===== config.mk =====
export PLATFORM = sky130hd
export DESIGN_NAME = tach_period_moving_average_core_flat
export DESIGN_NICKNAME = d
export VERILOG_FILES = /design/src/tpma_pkg.sv /design/src/tpma_if.sv /design/src/tach_period_moving_average_core.sv /design/src/flat_wrapper.sv
export SDC_FILE = /design/constraint.sdc
export NUM_CORES = 1
export LEC_CHECK = 0
export BUFFER_PORTS_ARGS = -buffer_cell sky130_fd_sc_hd__buf_4
export CAP_MARGIN = 30
export CORE_UTILIZATION = 40
export CTS_CLUSTER_DIAMETER = 200
export DETAILED_ROUTE_END_ITERATION = 7
export PLACE_DENSITY = 0.58
export SYNTH_ARGS = -nofsm -noshare
export SYNTH_HDL_FRONTEND = slang
export SYNTH_SLANG_ARGS = --single-unit
export TNS_END_PERCENT = 1

===== constraint.sdc =====
create_clock -name clk -period 8.4 [get_ports clk]
set_input_delay 1.68 -clock clk [delete_from_list [all_inputs] [get_ports clk]]
set_output_delay 1.68 -clock clk [all_outputs]
set_load 0.02 [all_outputs]

===== src/tpma_pkg.sv =====
`timescale 1ns / 1ps

package tpma_pkg;

	localparam int AVG_DEPTH = 16;
	localparam int IDX_W     = $clog2(AVG_DEPTH);

	localparam int CLK_W     = 27;
	localparam int CAP_W     = 32;
	localparam int OP_W      = 2;
	localparam int FREQ_W    = 35;
	localparam int FRAC_W    = 8;

	localparam logic [CLK_W-1:0] CLOCK_RESET = CLK_W'(80000000);

	// numerator widths: clock*256 and clock*AVG_DEPTH*256
	localparam int AVG_MUL_W = CLK_W + $clog2(AVG_DEPTH);
	localparam int DIV_W     = AVG_MUL_W + FRAC_W;
	localparam int CNT_W     = $clog2(DIV_W);

	localparam logic [FREQ_W-1:0] FREQ_MAX = {FREQ_W{1'b1}};

	typedef enum logic [OP_W-1:0] {
		OP_EDGE    = 2'd0,
		OP_TIMEOUT = 2'd1,
		OP_CLEAR   = 2'd2
	} op_t;

endpackage


===== src/tpma_if.sv =====
`timescale 1ns / 1ps

interface tpma_item_if import tpma_pkg::*; ();
	logic             valid;
	logic             ready;
	logic [OP_W-1:0]  operation;
	logic [CAP_W-1:0] capture_value;

	modport source (output valid, output operation, output capture_value, input ready);
	modport sink (input valid, input operation, input capture_value, output ready);
endinterface

interface tpma_result_if import tpma_pkg::*; ();
	logic              valid;
	logic              ready;
	logic              tach_alive;
	logic [FREQ_W-1:0] frequency_raw;
	logic [FREQ_W-1:0] frequency_avg;
	logic              restart_timeout;

	modport source (output valid, output tach_alive, output frequency_raw,
		output frequency_avg, output restart_timeout, input ready);
	modport sink (input valid, input tach_alive, input frequency_raw,
		input frequency_avg, input restart_timeout, output ready);
endinterface

interface tpma_cfg_if import tpma_pkg::*; ();
	logic             valid;
	logic             ready;
	logic [CLK_W-1:0] data;

	modport source (output valid, output data, input ready);
	modport sink (input valid, input data, output ready);
endinterface


===== src/tach_period_moving_average_core.sv =====
`timescale 1ns / 1ps

// Tach period capture with a moving-average frequency. Each transaction on item
// is an edge capture (down-counting timer value), a timeout or a clear; each
// produces exactly one status transaction on result. An edge with a non-zero
// period runs one bit-serial restoring divider, which computes clock*256/period
// and then clock*AVG_DEPTH*256/sum, one quotient bit per cycle. The average
// division is skipped when the sum is zero. Zero-period edges, timeouts and
// clears never enter either of the divider states. One item
// is in flight at a time; a finished result waits in an output register while
// the next item is accepted. cfg writes the timer clock in hertz (reset
// 80000000) and is always ready; write it only while idle.
module tach_period_moving_average_core import tpma_pkg::*; (
	input logic          clk,
	input logic          arst_n,
	tpma_item_if.sink    item,
	tpma_result_if.source result,
	tpma_cfg_if.sink     cfg
);

	typedef enum logic [4:0] {
		ST_IDLE    = 5'b00001,
		ST_UPDATE  = 5'b00010,
		ST_DIV_RAW = 5'b00100,
		ST_DIV_AVG = 5'b01000,
		ST_WRITE   = 5'b10000
	} state_t;

	state_t state_q;

	logic [CLK_W-1:0]  clock_q;
	logic [CAP_W-1:0]  last_q;
	logic [CAP_W-1:0]  period_q;
	logic [CAP_W-1:0]  sum_q;
	logic [CAP_W-1:0]  ring_q [AVG_DEPTH];
	logic [AVG_DEPTH-1:0] ring_vld_q;
	logic [IDX_W-1:0]  idx_q;
	logic              alive_q;
	logic [FREQ_W-1:0] raw_q;
	logic [FREQ_W-1:0] avg_q;
	logic              restart_q;

	logic [DIV_W-1:0]  num_q;
	logic [CAP_W-1:0]  rem_q;
	logic [CAP_W-1:0]  den_q;
	logic [CNT_W-1:0]  cnt_q;

	logic              res_vld_q;
	logic              res_alive_q;
	logic [FREQ_W-1:0] res_raw_q;
	logic [FREQ_W-1:0] res_avg_q;
	logic              res_restart_q;

	logic              item_acc;
	logic [CAP_W-1:0]  ring_rd;
	logic [CAP_W-1:0]  sum_n;
	logic [CAP_W:0]    trial;
	logic              ge;
	logic [CAP_W-1:0]  rem_n;
	logic [DIV_W-1:0]  num_n;
	logic [DIV_W-1:0]  num_raw;
	logic [DIV_W-1:0]  num_avg;
	logic [AVG_MUL_W-1:0] clk_mul;
	logic              res_load;
	logic [FREQ_W-1:0] avg_sat;

	assign item.ready = (state_q == ST_IDLE);
	assign item_acc   = item.valid && item.ready;
	assign cfg.ready  = 1'b1;

	assign ring_rd = ring_vld_q[idx_q] ? ring_q[idx_q] : '0;
	assign sum_n   = sum_q - ring_rd + period_q;

	assign clk_mul = AVG_MUL_W'(clock_q) * AVG_MUL_W'(AVG_DEPTH);
	assign num_raw = DIV_W'({clock_q, {FRAC_W{1'b0}}});
	assign num_avg = {clk_mul, {FRAC_W{1'b0}}};

	// one restoring step: bring down the next numerator bit, subtract if it fits
	assign trial = {rem_q, num_q[DIV_W-1]};
	assign ge    = (trial >= {1'b0, den_q});
	assign rem_n = ge ? CAP_W'(trial - {1'b0, den_q}) : trial[CAP_W-1:0];
	assign num_n = {num_q[DIV_W-2:0], ge};

	assign avg_sat = (|num_n[DIV_W-1:FREQ_W]) ? FREQ_MAX : num_n[FREQ_W-1:0];

	assign res_load = (state_q == ST_WRITE) && (!res_vld_q || result.ready);

	always_ff @(posedge clk or negedge arst_n) begin
		if (!arst_n) begin
			clock_q <= CLOCK_RESET;
		end else if (cfg.valid) begin
			clock_q <= cfg.data;
		end
	end

	always_ff @(posedge clk or negedge arst_n) begin
		if (!arst_n) begin
			state_q    <= ST_IDLE;
			last_q     <= '0;
			sum_q      <= '0;
			ring_vld_q <= '0;
			idx_q      <= '0;
			alive_q    <= 1'b0;
			raw_q      <= '0;
			avg_q      <= '0;
			restart_q  <= 1'b0;
			cnt_q      <= '0;
		end else begin
			case (state_q)
				ST_IDLE: begin
					if (item_acc) begin
						restart_q <= 1'b0;
						case (op_t'(item.operation))
							OP_EDGE: begin
								last_q  <= item.capture_value;
								state_q <= ST_UPDATE;
							end
							OP_TIMEOUT: begin
								alive_q <= 1'b0;
								raw_q   <= '0;
								avg_q   <= '0;
								state_q <= ST_WRITE;
							end
							OP_CLEAR: begin
								last_q     <= '0;
								sum_q      <= '0;
								ring_vld_q <= '0;
								idx_q      <= '0;
								alive_q    <= 1'b0;
								raw_q      <= '0;
								avg_q      <= '0;
								state_q    <= ST_WRITE;
							end
							default: begin
								state_q <= ST_WRITE;
							end
						endcase
					end
				end
				ST_UPDATE: begin
					if (period_q == '0) begin
						state_q <= ST_WRITE;
					end else begin
						sum_q             <= sum_n;
						ring_vld_q[idx_q] <= 1'b1;
						idx_q     <= (idx_q == IDX_W'(AVG_DEPTH - 1)) ? '0 : idx_q + 1'b1;
						alive_q   <= 1'b1;
						restart_q <= 1'b1;
						cnt_q     <= CNT_W'(DIV_W - 1);
						state_q   <= ST_DIV_RAW;
					end
				end
				ST_DIV_RAW: begin
					if (cnt_q == '0) begin
						raw_q <= num_n[FREQ_W-1:0];
						if (sum_q != '0) begin
							cnt_q   <= CNT_W'(DIV_W - 1);
							state_q <= ST_DIV_AVG;
						end else begin
							state_q <= ST_WRITE;
						end
					end else begin
						cnt_q <= cnt_q - 1'b1;
					end
				end
				ST_DIV_AVG: begin
					if (cnt_q == '0) begin
						avg_q   <= avg_sat;
						state_q <= ST_WRITE;
					end else begin
						cnt_q <= cnt_q - 1'b1;
					end
				end
				ST_WRITE: begin
					if (res_load) begin
						state_q <= ST_IDLE;
					end
				end
				default: begin
					state_q <= ST_IDLE;
				end
			endcase
		end
	end

	// payload: period, ring entries and divider datapath
	always_ff @(posedge clk) begin
		if (item_acc) begin
			period_q <= last_q - item.capture_value;
		end
		if (state_q == ST_UPDATE && period_q != '0) begin
			ring_q[idx_q] <= period_q;
			num_q         <= num_raw;
			den_q         <= period_q;
			rem_q         <= '0;
		end else if (state_q == ST_DIV_RAW && cnt_q == '0) begin
			num_q <= num_avg;
			den_q <= sum_q;
			rem_q <= '0;
		end else if (state_q == ST_DIV_RAW || state_q == ST_DIV_AVG) begin
			num_q <= num_n;
			rem_q <= rem_n;
		end
	end

	always_ff @(posedge clk or negedge arst_n) begin
		if (!arst_n) begin
			res_vld_q <= 1'b0;
		end else if (res_load) begin
			res_vld_q <= 1'b1;
		end else if (result.ready) begin
			res_vld_q <= 1'b0;
		end
	end

	always_ff @(posedge clk) begin
		if (res_load) begin
			res_alive_q   <= alive_q;
			res_raw_q     <= raw_q;
			res_avg_q     <= avg_q;
			res_restart_q <= restart_q;
		end
	end

	assign result.valid           = res_vld_q;
	assign result.tach_alive      = res_alive_q;
	assign result.frequency_raw   = res_raw_q;
	assign result.frequency_avg   = res_avg_q;
	assign result.restart_timeout = res_restart_q;

`ifndef SYNTH
	a_div_nonzero: assert property (@(posedge clk) disable iff (!arst_n)
		(state_q == ST_DIV_RAW || state_q == ST_DIV_AVG) |-> den_q != '0)
		else $error("divider running with zero divisor");

	a_restart_alive: assert property (@(posedge clk) disable iff (!arst_n)
		(res_vld_q && res_restart_q) |-> res_alive_q)
		else $error("timeout restart without alive flag");

	a_clear_wipes: assert property (@(posedge clk) disable iff (!arst_n)
		(item_acc && item.operation == OP_CLEAR) |=> (sum_q == '0 && ring_vld_q == '0))
		else $error("clear left period data behind");

	a_sum_has_ring: assert property (@(posedge clk) disable iff (!arst_n)
		(sum_q != '0) |-> (ring_vld_q != '0))
		else $error("non-zero sum with an empty ring");
`endif

endmodule


===== src/flat_wrapper.sv =====
// flat-port wrapper written by rule: the top's interface ports become plain ports
module tach_period_moving_average_core_flat import tpma_pkg::*;
  (clk, arst_n, item_valid, item_operation, item_capture_value, item_ready, result_valid, result_tach_alive, result_frequency_raw, result_frequency_avg, result_restart_timeout, result_ready, cfg_valid, cfg_data, cfg_ready);
  tpma_item_if item_i ();
  tpma_result_if result_i ();
  tpma_cfg_if cfg_i ();
  input logic clk;
  input logic arst_n;
  input wire logic [$bits(item_i.valid)-1:0] item_valid;
  input wire logic [$bits(item_i.operation)-1:0] item_operation;
  input wire logic [$bits(item_i.capture_value)-1:0] item_capture_value;
  output wire logic [$bits(item_i.ready)-1:0] item_ready;
  output wire logic [$bits(result_i.valid)-1:0] result_valid;
  output wire logic [$bits(result_i.tach_alive)-1:0] result_tach_alive;
  output wire logic [$bits(result_i.frequency_raw)-1:0] result_frequency_raw;
  output wire logic [$bits(result_i.frequency_avg)-1:0] result_frequency_avg;
  output wire logic [$bits(result_i.restart_timeout)-1:0] result_restart_timeout;
  input wire logic [$bits(result_i.ready)-1:0] result_ready;
  input wire logic [$bits(cfg_i.valid)-1:0] cfg_valid;
  input wire logic [$bits(cfg_i.data)-1:0] cfg_data;
  output wire logic [$bits(cfg_i.ready)-1:0] cfg_ready;
  assign item_i.valid = item_valid;
  assign item_i.operation = item_operation;
  assign item_i.capture_value = item_capture_value;
  assign item_ready = item_i.ready;
  assign result_valid = result_i.valid;
  assign result_tach_alive = result_i.tach_alive;
  assign result_frequency_raw = result_i.frequency_raw;
  assign result_frequency_avg = result_i.frequency_avg;
  assign result_restart_timeout = result_i.restart_timeout;
  assign result_i.ready = result_ready;
  assign cfg_i.valid = cfg_valid;
  assign cfg_i.data = cfg_data;
  assign cfg_ready = cfg_i.ready;
  tach_period_moving_average_core u_core (.clk(clk), .arst_n(arst_n), .item(item_i), .result(result_i), .cfg(cfg_i));
endmodule

**Word-level counts from Yosys, hierarchy flattened**

Memories as Yosys holds them, arrays and structs flattened.
Cells that the tools add are included.
Widths: inputs -> output; s select.

- $lt $le $gt $ge: 3
- Bitwise gates (word level): 1
- Reduce and logical (&&, ||, !) cells: 33
- Add/sub/neg operators: 6
- Eq/ne operators: 17
- Mux-type cells: 55

Operator list:

| kind | count |
|---|---|
| $mux 32 | 7 |
| $mux 35 | 6 |
| $pmux 35 s2 | 2 |
| $pmux 32 s2 | 2 |
| $sub 32x32->32 | 3 |
| $mux 39 | 2 |
| $reduce_bool 32->1 | 2 |
| $mux 16 | 3 |
| $mux 5 | 7 |
| $ge 33x32->1 | 1 |
| $add 32x32->32 | 1 |
| $logic_not 32->1 | 1 |
| $pmux 16 s2 | 1 |
| $pmux 5 s5 | 1 |
| $mux 6 | 4 |
| $reduce_and 4->1 | 6 |
| $pmux 6 s3 | 1 |
| $mux 4 | 4 |
| $or 16x16->16 | 1 |
| $reduce_bool 2->1 | 7 |
| $mux 1 | 10 |
| $ne 2x2->1 const B | 5 |
| $pmux 4 s2 | 1 |
| $logic_not 6->1 | 1 |
| other kinds (25) | 36 |

- Bits in writable memories: 512
- Memories: 1
- Input port bits: 66
- Output and inout port bits: 75
- Word-level logic and storage cells: 138
- Bits in registers: 402

Memories:

| name | depth | bits a word | read ports | clocked after memory_dff | write ports | RTL line | source |
|---|---|---|---|---|---|---|---|
| u_core.ring_q | 16 | 32 | 1 | 0 | 1 | tach_period_moving_average_core.sv:35 | `logic [CAP_W-1:0] ring_q [AVG_DEPTH];` |

**Longest topological paths before layout**

- Depth in word-level cells: 7
- Depth in mapped cells: 20
- Mapped depth without buffers: 18

**Least setup slack after synthesis**

Ideal clock, no wire load.

- Path type: input port to flip-flop
- Start: input result_ready
- End: register u_core.res_avg_q[0], in the netlist u_core.result.frequency_avg[0], enable pin
- Data arrival time: 5.220 ns
- Slack: 2.654 ns
- Data required time: 7.874 ns
- Buffers on the path: 0
- Library setup time: 0.526 ns
- Cell stages on the path: 2
- Path through: inv_1 a21oi_1

- Word-level cells in the longest chain between the ends: 2

Ends and longest elaborated chain:

| item | RTL line | source |
|---|---|---|
| start: declaration | flat_wrapper.sv:18 | `input wire logic [$bits(result_i.ready)-1:0] result_ready;` |
| $logic_or 1x1->1 | tach_period_moving_average_core.sv:86 | `assign res_load = (state_q == ST_WRITE) && (!res_vld_q \|\| result.ready);` |
| $logic_and 1x1->1 | tach_period_moving_average_core.sv:86 |  |
| net u_core.res_load | tach_period_moving_average_core.sv:64 | `logic res_load;` |
| end signal: assignment | tach_period_moving_average_core.sv:220 | `res_avg_q <= avg_q;` |
| end: declaration | tach_period_moving_average_core.sv:51 | `logic [FREQ_W-1:0] res_avg_q;` |

The timed path passes the listed nets, and every way through them passes these cells.
A chain may end at the register's enable or synchronous reset.

**Final worst setup path**

- Start: register u_core.idx_q[0]
- End: register u_core.sum_q[31]

- Word-level cells in the longest chain between the ends: 7
- Elaborated cells between the ends (all ways): 8
- Those cells by class: 2 x add/sub; 5 x mux; 1 x memory

Ends and longest elaborated chain:

| item | RTL line | source |
|---|---|---|
| start: declaration | tach_period_moving_average_core.sv:37 | `logic [IDX_W-1:0] idx_q;` |
| start signal: assignment | tach_period_moving_average_core.sv:146 | `idx_q <= (idx_q == IDX_W'(AVG_DEPTH - 1)) ? '0 : idx_q + 1'b1;` |
| $bmux 1 s4 | tach_period_moving_average_core.sv:71 | `assign ring_rd = ring_vld_q[idx_q] ? ring_q[idx_q] : '0;` |
| $mux 1 (not written as such) | tach_period_moving_average_core.sv:71 |  |
| $mux 32 (*) | tach_period_moving_average_core.sv:71 |  |
| $sub 32x32->32 (*) | tach_period_moving_average_core.sv:72 | `assign sum_n = sum_q - ring_rd + period_q;` |
| $add 32x32->32 (*) | tach_period_moving_average_core.sv:72 |  |
| $mux 32 (*) | tach_period_moving_average_core.sv:141 | `if (period_q == '0) begin` |
| $pmux 32 s2 (*) | tach_period_moving_average_core.sv:109 | `case (state_q)` |
| end signal: assignment | tach_period_moving_average_core.sv:144 | `sum_q <= sum_n;` |
| end: declaration | tach_period_moving_average_core.sv:34 | `logic [CAP_W-1:0] sum_q;` |

Every way passes the cells marked *; elsewhere a longest branch is shown, timed or not. The select of a mux whose other input is x is not followed.

==> summary.txt <==
Yosys
  • Mapped Area: 41100 µm²
  • Yosys cell types: ~80
  • Commonest cells in the netlist: edfxtp_1, nand2_1, inv_1, a21oi_1, dfrtp_1
  • Post-Synthesis Cells: between 2k and 3k
  • Top FF cell, synth: edfxtp_1
  • Synth area leader: edfxtp_1
  • Top-count cell post-synth: edfxtp_1
  • YS warnings: 0
  • Net Count, Synth: roughly 3.2k
  • Synthesized flop and latch total: slightly above 900
  • Mean post-synth cell area: between 10 and 15 µm²
  • Area share of the largest cell type after synthesis: 49.4%
  • Synth async-reset ratio: 21.3%
  • EDFF count, synth: 675
  • Top cells by area, synth: edfxtp_1, dfrtp_1, mux4_2, ha_1, nand2_1
  • Post-synthesis sequential area ratio: 63.4%

Setup path
  • Data arrival, critical path: 6.61 ns
  • Critical path startpoint category: flop
  • Worst path slowest cell: dfrtp_4
  • Critical Path Fanout Max: 36
  • Element type at the critical path end: flop
  • Worst path bufs/invs: 2
  • Cells along the critical path: buf_4 -> mux4_2 -> mux4_2 -> nor2b_1 -> fa_1 -> inv_1 -> ha_1 -> a211oi_1 -> o211ai_1 -> nand3_1 -> nand3_1 -> a31o_2 -> a41oi_1 -> o21ai_0 -> a211oi_1 -> o21ai_0
  • WS Path Type: flop to flop
  • CP startpoint: u_core.idx_q[0]
  • Critical path's largest stage delay: ~0.92 ns
  • Critical Path RT: about 8.9 ns
  • Top cell family by delay on the critical path: compound AO/OA/AOI/OAI gates
  • Worst reg2reg startpoint: u_core.idx_q[0]

Drt
  • DRT antenna net count: 0
  • DR DRC count: 0
  • Total iterations of the first detailed-routing run: 8
  • DR vias: around 25k
  • Detailed Route WL: 99500 µm
  • Routed WL per cell: 21.8 µm
  • Initial DRC count: 2277
  • Vias per cell: 5.47

Floorplanning
  • Die Area: 104000 µm²
  • Initial Util: 40.4%
  • Core area: approximately 100000 µm²
  • Die Ht: 322 µm
  • Floorplan row count: around 120
  • Die width: 322 µm
  • I/O pins: 141

Placement
  • PortBufs: 139
  • DPL Wire Length: about 63000 µm
  • Routability cong.: between 0.8 and 0.9

GRT
  • Number of global-route vias before repair: ~25k
  • First-pass GRT wire length: 153000 µm
  • GRT Util Overall: 19.2%
  • Largest net degree at the start of global routing: 121
  • Initial antenna violation count: 1
  • Global route overflow: 0

Timing
  • Final min period: 6.09 ns
  • Tcrit/Tclk final: ~72%
  • Max transition margin: 34.4%
  • Slew @ Worst Pin: 0.978 ns
  • RSZ-0062 raised after global routing: no
  • Fmax: 0.164 GHz
  • TNS Setup: 0 ns
  • Final Setup Violations: 0
  • Worst Clk Skew: 0.0456 ns
  • Slew Viols, Final: 0
  • Hold Vio Cnt, Final: 0

Status
  • Status: completed

Pwr
  • P per Cell Area: around 360 nW/µm²
  • Worst VDD drop: 0.209 mV
  • Leak: around 0.018 µW

Clock network
  • Clk Latency, worst-skew pair: 0.69 ns
  • Number of clock sinks: 914
  • Deepest clock path buffer count: 3
  • Clk slew on worst S/H paths: roughly 0.060 ns
  • Number of H-tree levels: 3
  • PostCTS Resize Cnt: 0
  • Root Driver: clkbuf_16
  • Hold_buf cts: 0
  • Post-CTS Setup Repair Bufs: 0
  • CTS tree: done
  • CTS buffer count: 96

Final layout
  • FF+latch area: roughly 26000 µm²
  • Area occupied by multi-input gates: 13700 µm²
  • Fill cells: 8915
  • Post-layout util: 46.4%
  • Layout cells sized above 1: roughly 18%
  • Area Growth Syn to Fin: 14.9%
  • Fin nets: 3323
  • Antenna diode count: 0

Job
  • Total of max-cap violations: 0

Worst hold path
  • Type of the tightest min-delay check: flop to flop
  • Worst hold start: u_core.avg_q[4]
cell type report:
type	count	area share, %
inverter	248	1.97
sequential	914	55.2
clock inverter	63	1.63
multi-input combinational	1674	29.1
tap	1368	3.63
timing repair buffer	187	3.11
clock buffer	116	5.40
through the flow:
stage          hold slack [ns]  power, µW  worst slack, ns  instance area (µm²)  cells
6_report                 0.441      16800             2.31                47200   4570
5_1_grt                  0.452      17800             1.90                47200   4570
4_1_cts                  0.441      16900             2.28                47200   4569
3_5_place_dp             0.432      12400             2.30                43900   4390
3_3_place_gp             0.430      12300             2.37                43800   4389
2_1_floorplan            0.425      10700             2.65                41100   2974
cell usage in the layout, fill, tap and decap left out, types with 29 or more instances in the layout:
| cell | n |
|---|---|
| dfrtp_1 | 182 |
| nand2_1 | 291 |
| ha_1 | 103 |
| nor2b_1 | 43 |
| nor3_1 | 54 |
| clkbuf_16 | 98 |
| inv_1 | 247 |
| edfxtp_1 | 675 |
| buf_4 | 182 |
| mux2_2 | 29 |
| xnor2_1 | 54 |
| dfxtp_1 | 44 |
| mux4_2 | 163 |
| o21ai_0 | 158 |
| nor2_1 | 99 |
| a21o_1 | 50 |
| a21oi_1 | 206 |
| fa_1 | 33 |
cell families after synthesis:
kind of cell | synth area share (%)
XOR/XNOR | 1.66
buffers and inverters | 3.59
multiplexers | 10.3
AND/OR/NAND/NOR | 7.04
adder cells (fa/ha/maj) | 4.75
other | 0.00913
AO/OA/AOI/OAI | 9.22
flip-flops | 63.4
state kept, by name (all words and copies together) (netlist names), 5 cells and up:
name and cells:
u_core.den_q 32, u_core.num_q 39, u_core.ring_vld_q 16, u_core.sum_q 32, u_core.result.frequency_avg 35, u_core.ring_q 512, u_core.cnt_q 6, u_core.period_q 32
u_core.last_q 32, u_core.avg_q 35, u_core.clock_q 27, u_core.raw_q 35, u_core.result.frequency_raw 35, u_core.state_q 5, u_core.rem_q 32
where the power goes:
group          switching, µW  total (µW)  internal, µW
combinational           3520        6080          2550
clock                   1830        4420          2590
sequential               622        6270          5650
path summary, 6_finish.rpt:
path / end / slack [ns] / cells past startpoint
min reg2reg: u_core.result.frequency_avg[4] / 0.44 / 0
max: u_core.sum_q[31] / 2.31 / 16
max in group asynchronous: u_core.avg_q[0] / 5.34 / 3
min: u_core.result.frequency_avg[4] / 0.44 / 0
min in group asynchronous: u_core.last_q[28] / 1.10 / 1
max reg2reg: u_core.sum_q[31] / 2.31 / 16
worst reg2reg max path, stage by stage (launching register included):
cell,delay [ns]
dfrtp_4,0.92
buf_4,0.69
mux4_2,0.62
mux4_2,0.47
nor2b_1,0.15
fa_1,0.54
inv_1,0.07
ha_1,0.31
a211oi_1,0.32
o211ai_1,0.21
nand3_1,0.12
nand3_1,0.25
a31o_2,0.38
a41oi_1,0.35
o21ai_0,0.19
a211oi_1,0.24
o21ai_0,0.10
per-layer routing:
metal  share of wire [%]  routed length, µm  global-route usage [%]  up-vias
li1                    -                  -                       -    11400
met1                  44              43400                    26.2    12661
met2                  49              48300                    31.8      764
met3                 5.1               5050                    2.78      174
met4                 2.8               2780                    6.01        0
met5                   0                  0                       0        -
(Power assumes the default switching activity.)
